==> src/hdl/packet_sequence_loss_tracker_defines.svh <==
// ---------------------------------------------------------------------------
// Packet sequence loss tracker assertion macros
// Shared concurrent assertion forms, clocked on clk and quiet during reset.
// ---------------------------------------------------------------------------
`ifndef PACKET_SEQUENCE_LOSS_TRACKER_DEFINES_SVH
`define PACKET_SEQUENCE_LOSS_TRACKER_DEFINES_SVH

// same-cycle implication
`define PSLT_ASSERT_NOW(label, ante, cons) \
	label: assert property (@(posedge clk) disable iff (!arst_n) (ante) |-> (cons)) \
		else $error("pslt assertion failed");

// next-cycle implication
`define PSLT_ASSERT_NEXT(label, ante, cons) \
	label: assert property (@(posedge clk) disable iff (!arst_n) (ante) |=> (cons)) \
		else $error("pslt assertion failed");

`endif

==> src/hdl/pslt_pkg.sv <==
// ---------------------------------------------------------------------------
// Packet sequence loss tracker package
// Word types, register indexes, routes, back-end states and shared helpers.
// ---------------------------------------------------------------------------
package pslt_pkg;

	localparam int DEF_SOURCE_SYSTEMS    = 256;
	localparam int DEF_SOURCE_COMPONENTS = 256;
	localparam int DEF_COUNTER_BITS      = 32;

	localparam int          PCT_BITS    = 15;
	localparam int          NORM_LIMIT  = 61;
	localparam int          QUEUE_DEPTH = 2;
	localparam logic [14:0] FULL_SCALE  = 15'd25600;

	typedef enum logic [1:0] {
		REG_AUTOPILOT   = 2'd0,
		REG_GIMBAL      = 2'd1,
		REG_STATUS_MASK = 2'd2
	} cfg_reg_t;

	typedef enum logic [1:0] {
		ROUTE_AUTOPILOT = 2'd0,
		ROUTE_GIMBAL    = 2'd1,
		ROUTE_NONE      = 2'd2
	} route_t;

	typedef enum logic [2:0] {
		ST_CLEAR,
		ST_IDLE,
		ST_UPDATE,
		ST_NORM,
		ST_DIV,
		ST_SMOOTH
	} back_state_t;

	typedef struct packed {
		logic [7:0] source_system;
		logic [7:0] source_component;
		logic [7:0] sequence_req;
	} in_word_t;

	typedef struct packed {
		logic [7:0]  reporting_system;
		logic [7:0]  lost_now;
		logic [1:0]  route;
		logic        status_valid;
		logic [31:0] received_total;
		logic [31:0] lost_total;
		logic [32:0] sent_total;
		logic [14:0] loss_percent;
	} out_word_t;

	// classified header, as held in the queue between front and back
	typedef struct packed {
		logic [7:0] system;
		logic [7:0] sys_idx;
		logic [7:0] comp_idx;
		logic [7:0] sequence_num;
		route_t     route;
	} qent_t;

	// v mod m for a constant m in 1..256, by binary restoring reduction
	function automatic logic [7:0] mod_const(input logic [7:0] v, input int unsigned m);
		logic [15:0] acc;
		logic [15:0] step;
		acc = {8'd0, v};
		for (int k = 7; k >= 0; k--) begin
			step = 16'(m) << k;
			if (acc >= step) begin
				acc = acc - step;
			end
		end
		return acc[7:0];
	endfunction

endpackage

==> src/hdl/pslt_front.sv <==
// ---------------------------------------------------------------------------
// Packet sequence loss tracker front end
// Accepts header words, reduces ids to table indexes and picks the route.
// ---------------------------------------------------------------------------
module pslt_front import pslt_pkg::*; #(
	parameter int SOURCE_SYSTEMS    = DEF_SOURCE_SYSTEMS,
	parameter int SOURCE_COMPONENTS = DEF_SOURCE_COMPONENTS
) (
	input  logic       in_valid,
	output logic       in_ready,
	input  in_word_t   in_data,
	input  logic [7:0] autopilot_component,
	input  logic [7:0] gimbal_component,
	input  logic       clear_busy,
	output logic       push_valid,
	input  logic       push_ready,
	output qent_t      push_data
);

	route_t route;

	// autopilot wins when both registers match
	always_comb begin
		if (in_data.source_component == autopilot_component) begin
			route = ROUTE_AUTOPILOT;
		end else if (in_data.source_component == gimbal_component) begin
			route = ROUTE_GIMBAL;
		end else begin
			route = ROUTE_NONE;
		end
	end

	always_comb begin
		push_data.system       = in_data.source_system;
		push_data.sys_idx      = mod_const(in_data.source_system, SOURCE_SYSTEMS);
		push_data.comp_idx     = mod_const(in_data.source_component, SOURCE_COMPONENTS);
		push_data.sequence_num = in_data.sequence_req;
		push_data.route        = route;
	end

	// hold off input while the seen table is being cleared
	assign push_valid = in_valid & ~clear_busy;
	assign in_ready   = push_ready & ~clear_busy;

endmodule

==> config.mk <==
export PLATFORM = sky130hd
export DESIGN_NAME = pslt_front
export DESIGN_NICKNAME = d
export VERILOG_FILES = /design/src/hdl/packet_sequence_loss_tracker_defines.svh /design/src/hdl/pslt_pkg.sv /design/src/hdl/pslt_front.sv
export SDC_FILE = /design/constraint.sdc
export NUM_CORES = 1
export LEC_CHECK = 0
export ABC_AREA = 1
export ABC_CLOCK_PERIOD_IN_PS = 1400
export BUFFER_PORTS_ARGS = -buffer_cell sky130_fd_sc_hd__buf_2
export CAP_MARGIN = 15
export CORE_AREA = 10 10 53 55
export DETAILED_ROUTE_END_ITERATION = 7
export DIE_AREA = 0 0 63 65
export GPL_TIMING_DRIVEN = 0
export MAX_ROUTING_LAYER = met4
export PLACE_DENSITY = 0.86
export SETUP_SLACK_MARGIN = 0.5
export SLEW_MARGIN = 10
export SYNTH_ARGS = -nofsm -noshare
export SYNTH_HDL_FRONTEND = slang
export SYNTH_SLANG_ARGS = --single-unit
==> constraint.sdc <==
create_clock -name vclk -period 1.4
set_input_delay 0.07 -clock vclk [all_inputs]
set_output_delay 0.07 -clock vclk [all_outputs]
set_load 0.01 [all_outputs]
== Yosys cells after proc, flatten, opt, wreduce, memory -nomap -nowiden ==
Cells that the tools add are included.
Storage, ports and cells
  register bits after elaboration: 0
  input bits: 43
Cells by class
  equality and inequality tests: 2
  multiplexer cells: 2
  bitwise logic cells: 3
Operators with widths (number)
  equality test 8 bit: 2
  2-to-1 mux 2 bit: 2
  bitwise AND 1 bit: 2
  inverter 1 bit: 1

== Longest topological paths before layout ==
  word-level depth: 3
  depth in mapped cells: 8

== Least setup slack after synthesis ==
Ideal clock, no wire load.
  kind: in2out
  start point: in in_data[11] (netlist bit)
  end point: out push_data[0] (netlist bit)
  data arrival time: 0.581 ns
  slack: 0.749 ns
  stages: 7
  buffers on the path: 0
  cell sequence: inv_1 -> nand2_1 -> nand2_1 -> nand2_1 -> nor2_1 -> nand2_1 -> nor2_1
RTL lines
  from (decl): RTL line pslt_front.sv:11  | input in_word_t in_data,
  to (decl): RTL line pslt_front.sv:17  | output qent_t push_data

==> flow_metrics.env <==
export IMPL_cpMostUsedCell="nand2_1"
export IMPL_yosysSeqAreaShare_pct=0
export IMPL_synth_avg_cell_area_um2=4.71
export IMPL_dp_hpwl_mm=1.94
export IMPL_wl_per_cell_um=9.68
export IMPL_grt_max_degree=6
export IMPL_synth_cell_types=10
export IMPL_cp_depth=9
export IMPL_cp_end_kind="output port"
export IMPL_synth_simple_gate_area_share_pct=45.7
export IMPL_flops_and_latches=0
export IMPL_synth_xor_xnor_area_share_pct=1.33
export IMPL_numPortBuffers=63
export IMPL_setup_viol=0
export IMPL_power_leakage_uw=0.000793
export IMPL_place_gp_congestion=0.699
export IMPL_area_growth_pct=82.0
export IMPL_core_rowCount=16
export IMPL_grt_antenna_before_repair=0
export IMPL_synth_fa_ha_area_share_pct=0
export IMPL_synth_top_family_by_area="buffers and inverters"
export IMPL_synth_fp_nets=183
export IMPL_cp_start_kind="primary input"
export IMPL_path_delay_family="simple AND/OR/NAND/NOR gates"
export IMPL_yosys_mux_area_fraction_pct=0
export IMPL_core_area_um2=1860
export IMPL_ant_nets=0
export IMPL_grt_usage_pct=8.68
export IMPL_crit_type="in -> out"
export IMPL_drc=0
export IMPL_via_per_inst=3.86
export IMPL_cp_arrival_ps=780
export IMPL_drive_gt1_share_pct=64.5
export IMPL_initialDrtViolationCount=9
export IMPL_max_cap_viol_count=0
export IMPL_cp_slowest_cell="nor2_1"
export IMPL_powerDensity_nw_per_um2=295
export IMPL_crit_chain="buf_12, inv_2, nand2_1, nand2_1, nor2_1, nand2_1, nor2_2, nor2_1, buf_2"
export IMPL_slew_violations=0
export IMPL_finalWirelength_mm=2.23
export IMPL_vias=888
export IMPL_synthCells=140
export IMPL_ios=79
export IMPL_critical_path_max_stage_delay_ps=130
export IMPL_seq_area_um2=0
export IMPL_final_hold_violation_count=0
export IMPL_cp_startpoint="in_data[14]"
export IMPL_cts_hold_buffers=0
export IMPL_ir_drop_v=0.000150
export IMPL_worst_pin_slew_ps=129
export IMPL_n_clock_buffer=0
export IMPL_hold_path_class="in -> out"
export IMPL_diodes=0
export IMPL_route_met2_wl_mm=1.01
export IMPL_grt_remaining_overflow=0
export IMPL_die_h_um=65
export IMPL_grt_pass1_vias=786
export IMPL_layout_nets=248
export IMPL_endpoint="push_data[0]"
export IMPL_rsz0062_at_grt="true"
export IMPL_top_layer="met3"
export IMPL_instances_no_fill=230
export IMPL_met1_length_um=975
export IMPL_maxSlewHeadroom_pct=91.4
export IMPL_utilization_pct=64.4
export IMPL_syn_area_um2=659
export IMPL_grt_pass1_wl_mm=3.10
export IMPL_min_period_ps=853
export IMPL_cp_required_ps=1330
export IMPL_die_w_um=63
export IMPL_die_area_um2=4100
export IMPL_multi_input_comb_area_um2=367
export IMPL_synth_compound_area_share_pct=0
export IMPL_status="finished, final reports clean"
export IMPL_tns_ps=0
export IMPL_dp_cells=230
export IMPL_drt_pass1_iter_count=2
export IMPL_yosys_warnings=0
export IMPL_clock_fmax_mhz=1170
export IMPL_fin_crit_sh_pct=60.9
export IMPL_floorplan_initialDensity_pct=35.4
export IMPL_dr_wl_met3_um=236
export IMPL_crit_buf_inv=3
export IMPL_critPathMaxFanout=5
export IMPL_n_fill_cell=211
[layout by cell type, fill, tap and decap left out]
cell type | synthesis | final
buf_4 | 32 | 33
nor2_1 | 13 | 12
buf_2 | 0 | 47
buf_8 | 0 | 4
nand2_1 | 61 | 47
buf_12 | 0 | 1
xnor2_4 | 0 | 1
nand3_1 | 1 | 1
nor2_2 | 2 | 3
inv_1 | 24 | 12
inv_2 | 4 | 12
inv_4 | 0 | 4
inv_6 | 0 | 1
buf_6 | 0 | 10
nand2_2 | 1 | 15
[power by group]
part	internal (uW)	leakage [uW]	switching, uW	total (uW)
logic	200	0.000793	153	353
clock network	0	0	0	0
registers	0	0	0	0
total	200	0.000793	153	353
[routing by layer]
metal | track usage, % | vias to the layer above
met5 | - | -
met4 | 0 | 0
met1 | 11.1 | 349
met2 | 13.7 | 50
met3 | 2.92 | 0
li1 | - | 489
[cells by family after synthesis]
kind of cell,count (synthesis)
buf+inv,61
xor+xnor,1
simple gates,78
[through the flow]
stage	hold slack [ps]	area, um2	total power (uW)	setup WS [ps]
3_3_place_gp	329	1010	284	499
5_1_grt	332	1200	390	492
6_report	326	1200	353	547
4_1_cts	329	1010	291	502
2_1_floorplan	188	659	175	749
3_5_place_dp	329	1010	290	498
[layout make-up]
type | instances | area share [%]
well taps | 27 | 2.82
repair buffers | 63 | 36.3
plain buffers | 32 | 20.0
inverters | 29 | 10.3
multi-input cells | 79 | 30.6
[repair_timing]
action / CTS / global route
setup endpoints to repair: 1 / 2
pin swaps: 1 / 26
gates resized for setup: 1 / 66
setup buffers: 0 / 0
[worst min path at each step]
stage | from | end | slack, ps | depth (start not counted)
final | in_data[20] | push_data[22] | 330 | 2
after global routing | in_data[19] | push_data[21] | 330 | 2
after CTS | in_data[20] | push_data[22] | 330 | 2
after detailed placement | in_data[20] | push_data[22] | 330 | 2
after global placement | in_data[5] | push_data[7] | 330 | 2
after floorplan | clear_busy | in_ready | 190 | 1
[synthesized netlist by cell type]
library cell | instances | area, um2
nand2_1 | 61 | 229
buf_4 | 32 | 240
inv_1 | 24 | 90.1
nor2_1 | 13 | 48.8
inv_2 | 4 | 15.0
nor2_2 | 2 | 12.5
clkinv_1 | 1 | 3.75
nand2_2 | 1 | 6.26
nand3_1 | 1 | 5.00
xnor2_1 | 1 | 8.76
(Power assumes the default switching activity.)
