`src/hdl/packet_sequence_loss_tracker_defines.svh`:
```
// ---------------------------------------------------------------------------
// Packet sequence loss tracker assertion macros
// Shared concurrent assertion forms, clocked on clk and quiet during reset.
// ---------------------------------------------------------------------------
`ifndef PACKET_SEQUENCE_LOSS_TRACKER_DEFINES_SVH
`define PACKET_SEQUENCE_LOSS_TRACKER_DEFINES_SVH

// same-cycle implication
`define PSLT_ASSERT_NOW(label, ante, cons) \
	label: assert property (@(posedge clk) disable iff (!arst_n) (ante) |-> (cons)) \
		else $error("pslt assertion failed");

// next-cycle implication
`define PSLT_ASSERT_NEXT(label, ante, cons) \
	label: assert property (@(posedge clk) disable iff (!arst_n) (ante) |=> (cons)) \
		else $error("pslt assertion failed");

`endif

```
`src/hdl/pslt_pkg.sv`:
```
// ---------------------------------------------------------------------------
// Packet sequence loss tracker package
// Word types, register indexes, routes, back-end states and shared helpers.
// ---------------------------------------------------------------------------
package pslt_pkg;

	localparam int DEF_SOURCE_SYSTEMS    = 256;
	localparam int DEF_SOURCE_COMPONENTS = 256;
	localparam int DEF_COUNTER_BITS      = 32;

	localparam int          PCT_BITS    = 15;
	localparam int          NORM_LIMIT  = 61;
	localparam int          QUEUE_DEPTH = 2;
	localparam logic [14:0] FULL_SCALE  = 15'd25600;

	typedef enum logic [1:0] {
		REG_AUTOPILOT   = 2'd0,
		REG_GIMBAL      = 2'd1,
		REG_STATUS_MASK = 2'd2
	} cfg_reg_t;

	typedef enum logic [1:0] {
		ROUTE_AUTOPILOT = 2'd0,
		ROUTE_GIMBAL    = 2'd1,
		ROUTE_NONE      = 2'd2
	} route_t;

	typedef enum logic [2:0] {
		ST_CLEAR,
		ST_IDLE,
		ST_UPDATE,
		ST_NORM,
		ST_DIV,
		ST_SMOOTH
	} back_state_t;

	typedef struct packed {
		logic [7:0] source_system;
		logic [7:0] source_component;
		logic [7:0] sequence_req;
	} in_word_t;

	typedef struct packed {
		logic [7:0]  reporting_system;
		logic [7:0]  lost_now;
		logic [1:0]  route;
		logic        status_valid;
		logic [31:0] received_total;
		logic [31:0] lost_total;
		logic [32:0] sent_total;
		logic [14:0] loss_percent;
	} out_word_t;

	// classified header, as held in the queue between front and back
	typedef struct packed {
		logic [7:0] system;
		logic [7:0] sys_idx;
		logic [7:0] comp_idx;
		logic [7:0] sequence_num;
		route_t     route;
	} qent_t;

	// v mod m for a constant m in 1..256, by binary restoring reduction
	function automatic logic [7:0] mod_const(input logic [7:0] v, input int unsigned m);
		logic [15:0] acc;
		logic [15:0] step;
		acc = {8'd0, v};
		for (int k = 7; k >= 0; k--) begin
			step = 16'(m) << k;
			if (acc >= step) begin
				acc = acc - step;
			end
		end
		return acc[7:0];
	endfunction

endpackage

```
`src/hdl/pslt_queue.sv`:
```
// ---------------------------------------------------------------------------
// Packet sequence loss tracker queue
// Short FIFO of classified headers between the front and back ends.
// ---------------------------------------------------------------------------
module pslt_queue import pslt_pkg::*; (
	input  logic  clk,
	input  logic  arst_n,
	input  logic  push_valid,
	output logic  push_ready,
	input  qent_t push_data,
	output logic  pop_valid,
	input  logic  pop_ready,
	output qent_t pop_data
);

	localparam int PTR_W = (QUEUE_DEPTH > 1) ? $clog2(QUEUE_DEPTH) : 1;
	localparam int CNT_W = $clog2(QUEUE_DEPTH + 1);

	qent_t             slot_q [QUEUE_DEPTH];
	logic [PTR_W-1:0]  wr_ptr_q;
	logic [PTR_W-1:0]  rd_ptr_q;
	logic [CNT_W-1:0]  count_q;
	logic              do_push;
	logic              do_pop;

	assign push_ready = (count_q != CNT_W'(QUEUE_DEPTH));
	assign pop_valid  = (count_q != '0);
	assign pop_data   = slot_q[rd_ptr_q];
	assign do_push    = push_valid & push_ready;
	assign do_pop     = pop_valid & pop_ready;

	always_ff @(posedge clk) begin
		if (do_push) begin
			slot_q[wr_ptr_q] <= push_data;
		end
	end

	always_ff @(posedge clk or negedge arst_n) begin
		if (!arst_n) begin
			wr_ptr_q <= '0;
			rd_ptr_q <= '0;
			count_q  <= '0;
		end else begin
			if (do_push) begin
				wr_ptr_q <= (wr_ptr_q == PTR_W'(QUEUE_DEPTH - 1)) ? '0 : wr_ptr_q + 1'b1;
			end
			if (do_pop) begin
				rd_ptr_q <= (rd_ptr_q == PTR_W'(QUEUE_DEPTH - 1)) ? '0 : rd_ptr_q + 1'b1;
			end
			if (do_push && !do_pop) begin
				count_q <= count_q + 1'b1;
			end else if (do_pop && !do_push) begin
				count_q <= count_q - 1'b1;
			end
		end
	end

endmodule

```
`config.mk`:
```
export PLATFORM = sky130hd
export DESIGN_NAME = pslt_queue
export DESIGN_NICKNAME = d
export VERILOG_FILES = /design/src/hdl/packet_sequence_loss_tracker_defines.svh /design/src/hdl/pslt_pkg.sv /design/src/hdl/pslt_queue.sv
export SDC_FILE = /design/constraint.sdc
export NUM_CORES = 1
export LEC_CHECK = 0
export BUFFER_PORTS_ARGS = -buffer_cell sky130_fd_sc_hd__buf_4
export CELL_PAD_IN_SITES_DETAIL_PLACEMENT = 0
export CELL_PAD_IN_SITES_GLOBAL_PLACEMENT = 1
export CORE_MARGIN = 4
export CORE_UTILIZATION = 44
export CTS_CLUSTER_DIAMETER = 200
export DETAILED_ROUTE_END_ITERATION = 7
export PLACE_DENSITY_LB_ADDON = 0.1
export SLEW_MARGIN = 5
export SYNTH_ARGS = -nofsm -noshare
export SYNTH_HDL_FRONTEND = slang
export SYNTH_SLANG_ARGS = --single-unit
```
`constraint.sdc`:
```
create_clock -name clk -period 2.7 [get_ports clk]
set_input_delay 0.405 -clock clk [delete_from_list [all_inputs] [get_ports clk]]
set_output_delay 0.405 -clock clk [all_outputs]
set_load 0.1 [all_outputs]
```
* Word level (Yosys, flattened, before mapping) *
Memory sizes are Yosys's and may differ from the RTL's.
Index checks and enable logic that the tools add are counted.

word-level totals
  memories kept = 1
  bits in registers = 4
  memory bits (writable) = 68
  output and inout port bits = 36
  input port bits = 38

cells by class
  reduce and logical (&&, ||, !) cells = 6
  add/subtract/negate cells = 4
  mux-type cells = 6
  bitwise logic cells = 2
  eq/ne operators = 1

memory list
  memory  words  bits a word  read ports  clocked after memory_dff  write ports  line              RTL
  slot_q  2      34           1           0                         1            pslt_queue.sv:19  qent_t slot_q [QUEUE_DEPTH];

operators by type and width
  operator                                                             number
  1-bit 2-to-1 mux                                                     4
  2-bit 2-to-1 mux                                                     2
  2-bit nonzero test                                                   2
  1-bit adder (second input constant)                                  2
  2-bit by 1-bit adder with 2-bit output (second input constant)       1
  1-bit AND                                                            2
  1-bit logical AND                                                    2
  1-bit zero test                                                      2
  2-bit != test (second input constant)                                1
  2-bit by 1-bit subtractor with 2-bit output (second input constant)  1

* Depth between registers and ports, before layout *
  depth in word-level cells = 6
  depth in mapped cells = 7

* Worst setup path after synthesis *
OpenSTA, ideal clock, no wires.

  kind = reg-to-reg
  start = register count_q[0]
  end = memory slot_q[0][0] in the netlist's numbering (enable)
  data arrival time = 2.925 ns
  slack = -0.650 ns
  period minus slack after synthesis = 3.350 ns
  cell stages (with the launch flop) = 4
  data required time = 2.275 ns
  cell sequence = dfrtp_1 nand2b_1 nand2_1 nor2_1

on the way
  longest elaborated chain between the ends = 4

ends and longest elaborated chain
  what                                    line              RTL
  from (decl)                             pslt_queue.sv:22  logic [CNT_W-1:0] count_q;
  from (signal assigned)                  pslt_queue.sv:51  count_q <= count_q + 1'b1;
  from (signal assigned)                  pslt_queue.sv:53  count_q <= count_q - 1'b1;
  2-bit != test                           pslt_queue.sv:26  assign push_ready = (count_q != CNT_W'(QUEUE_DEPTH));
  via push_ready                          pslt_queue.sv:9   output logic push_ready,
  1-bit AND                               pslt_queue.sv:29  assign do_push = push_valid & push_ready;
  1-bit 2-to-1 mux                        pslt_queue.sv:33  if (do_push) begin
  1-bit 2-to-1 mux (not written as such)  pslt_queue.sv:34  slot_q[wr_ptr_q] <= push_data;
  to (decl)                               pslt_queue.sv:19

The timed path passes the listed nets, and every way through them passes these cells.

==> metrics <==
outcome complete, no violations; Final GP Congestion 0.7050; type of the worst min-delay path input port to register; final setup vio count 0; core area 6061 sq um; flop-to-flop setup slack 0.99 ns; Sink Count 72; Cell Area, Synth 2799 sq um; Detail Route Antenna Nets 0; P&R area growth vs syn 30.49%; layout cells sized above 1 0.5991; Rows 28; Final Net Count 246; Setup WS post-layout 0.4583 ns; largest net degree at the start of global routing 35; reg2reg path depth 2; die area 7701 sq um; n_diodes 0; vias in the first global route 1483; clk_lat worst skew 0.33 ns; vias 1361; reg2reg start count_q[0]; reg2reg end slot_q[1][25]; Final Max Slew Viols 0; DRT iter0 DRCs 66; IO Pins 74; Setup Skew 0.006958 ns; setup TNS 0 ns; crit path DAT 1.84 ns; worst hold path depth 1; clock buffer depth 2; min cycle time layout 2.242 ns; RSZ-0062 raised after global routing false; count of cell types in the netlist 15; hold slack final 0.2502 ns; gr usage total 0.1299; # H-tree levels 3; initial core utilization 0.4618; first-pass GRT wire length 7141 microns; Setup crit end kind output pin; syn_area_per_cell 22.57 sq um; Worst Setup Path Type register to output pin; #FFs+latches synth 72; Die Span Y 87.76 microns; Worst Hold End slot_q[0][1]; fin crit share 0.8302; initial antenna violation count 0; worst slew pin tran 0.8093 ns; Hold Crit Start push_data[1]; synthesized net count 163; Setup crit start kind register; sequential share of the synthesized area 0.7653; critical path, cell by cell buf_12 -> mux2_2 -> buf_4; detailed-route wire length per cell 16.23 microns; CP max-delay cell dfrtp_2; Num CTS Buffers 9; gr ovfl total 0; TritonCTS clock tree done; vias per cell 4.742; clock-pin slew on the worst setup and hold paths 0.07 ns; DRT Pass-1 Iters 4; Slew HR 0.4605; Port Buffer Count 73; drt total wl 4657 microns; Residual DRC 0; Final Hold Viols 0; Die Wd 87.76 microns; CTS Root Cell clkbuf_8; Fmax 0.4461 GHz; Max-Cap Viols 0; yosys warns 0; Cells after Synth 124; DP HPWL 3149 microns; Setup WS pre-CTS 0.7985 ns; top fanout value on the critical path 22; CP peak stage delay 0.64 ns; Worst Path Required 2.30 ns
worst max path at each step:
stage          startpoint      endpoint  slack (ns)  cells past startpoint
2_1_floorplan  count_q[0]  slot_q[1][0]        0.09                      2
3_3_place_gp     rd_ptr_q  pop_data[14]        0.82                      3
3_5_place_dp     rd_ptr_q  pop_data[18]        0.80                      3
4_1_cts          rd_ptr_q  pop_data[18]        0.43                      3
5_1_grt          rd_ptr_q  pop_data[14]        0.37                      3
6_report         rd_ptr_q  pop_data[18]        0.46                      3
sequential cells by signal (all words and copies together) (netlist names):
signal	flops
slot_q	68
count_q	2
rd_ptr_q	1
wr_ptr_q	1
cells in the final DEF (no fill, tap or decap), types with 2 or more instances in the layout:
cell and n:
buf_4 74, bufinv_16 3, clkbuf_8 9, clkinv_2 2, dfrtp_1 3, edfxtp_1 68
mux2_2 5, mux2_4 29, nand2_1 2, xnor2_1 3, xor2_1 2
cells by family (layout without fill, tap and decap cells):
family | count (synthesis) | in the layout | share of synthesized area
xor+xnor | 5 | 5 | 0.01565
fa+ha+maj | 1 | 1 | 0.004470
buf+inv | 5 | 93 | 0.02682
flops | 72 | 72 | 0.7653
mux | 34 | 34 | 0.1757
simple gates | 7 | 7 | 0.01208
per-layer routing:
metal | up-vias | global-route usage | part of all wire
met5 | - | 0 | 0
met4 | 0 | 0.07113 | 0.017
met3 | 8 | 0.05080 | 0.082
met2 | 48 | 0.2130 | 0.51
met1 | 660 | 0.1454 | 0.39
li1 | 645 | - | -
metrics by stage:
step	utilization	cells	cell area, sq um
after floorplan	-	124	2806
after global placement	0.5621	270	3407
after detailed placement	0.5621	270	3407
after CTS	0.6026	287	3652
after global routing	0.6026	287	3652
final	0.6026	287	3652
final cells by class:
class	instances	area (sq um)
clock buffer	10	127.6
clock inverter	6	107.6
fill	473	2409
inverter	1	3.754
multi-input combinational	47	590.6
sequential	72	2143
tap	75	93.84
timing repair buffer	76	585.6
what timing repair did:
item                                   CTS  global route
buffers inserted                         0             0
gates resized for setup                  0             0
endpoints found under the hold margin    4             0
hold buffers                             1             0
worst max-delay path: cells and delay by family (launching register included):
family	cells	cell delay (ns)
muxes	1	0.35
DFF	1	0.64
buffers and inverters	2	0.50
Yosys cell counts:
library cell / instances / area, sq um
xor2_1: 2 / 17.52
dfrtp_1: 4 / 100.1
buf_6: 1 / 11.26
nor2_1: 2 / 7.510
buf_12: 3 / 60.06
edfxtp_1: 68 / 2042
mux2_4: 29 / 435.4
nand2_1: 2 / 7.510
inv_1: 1 / 3.750
nand2b_1: 1 / 6.260
and3_1: 1 / 6.260
mux2_2: 5 / 56.30
or2_1: 1 / 6.260
xnor2_1: 3 / 26.28
ha_1: 1 / 12.51
Power is left out: the tool's default activity adds up to more than one toggle a clock period on the data nets, which glitch-free logic cannot reach.
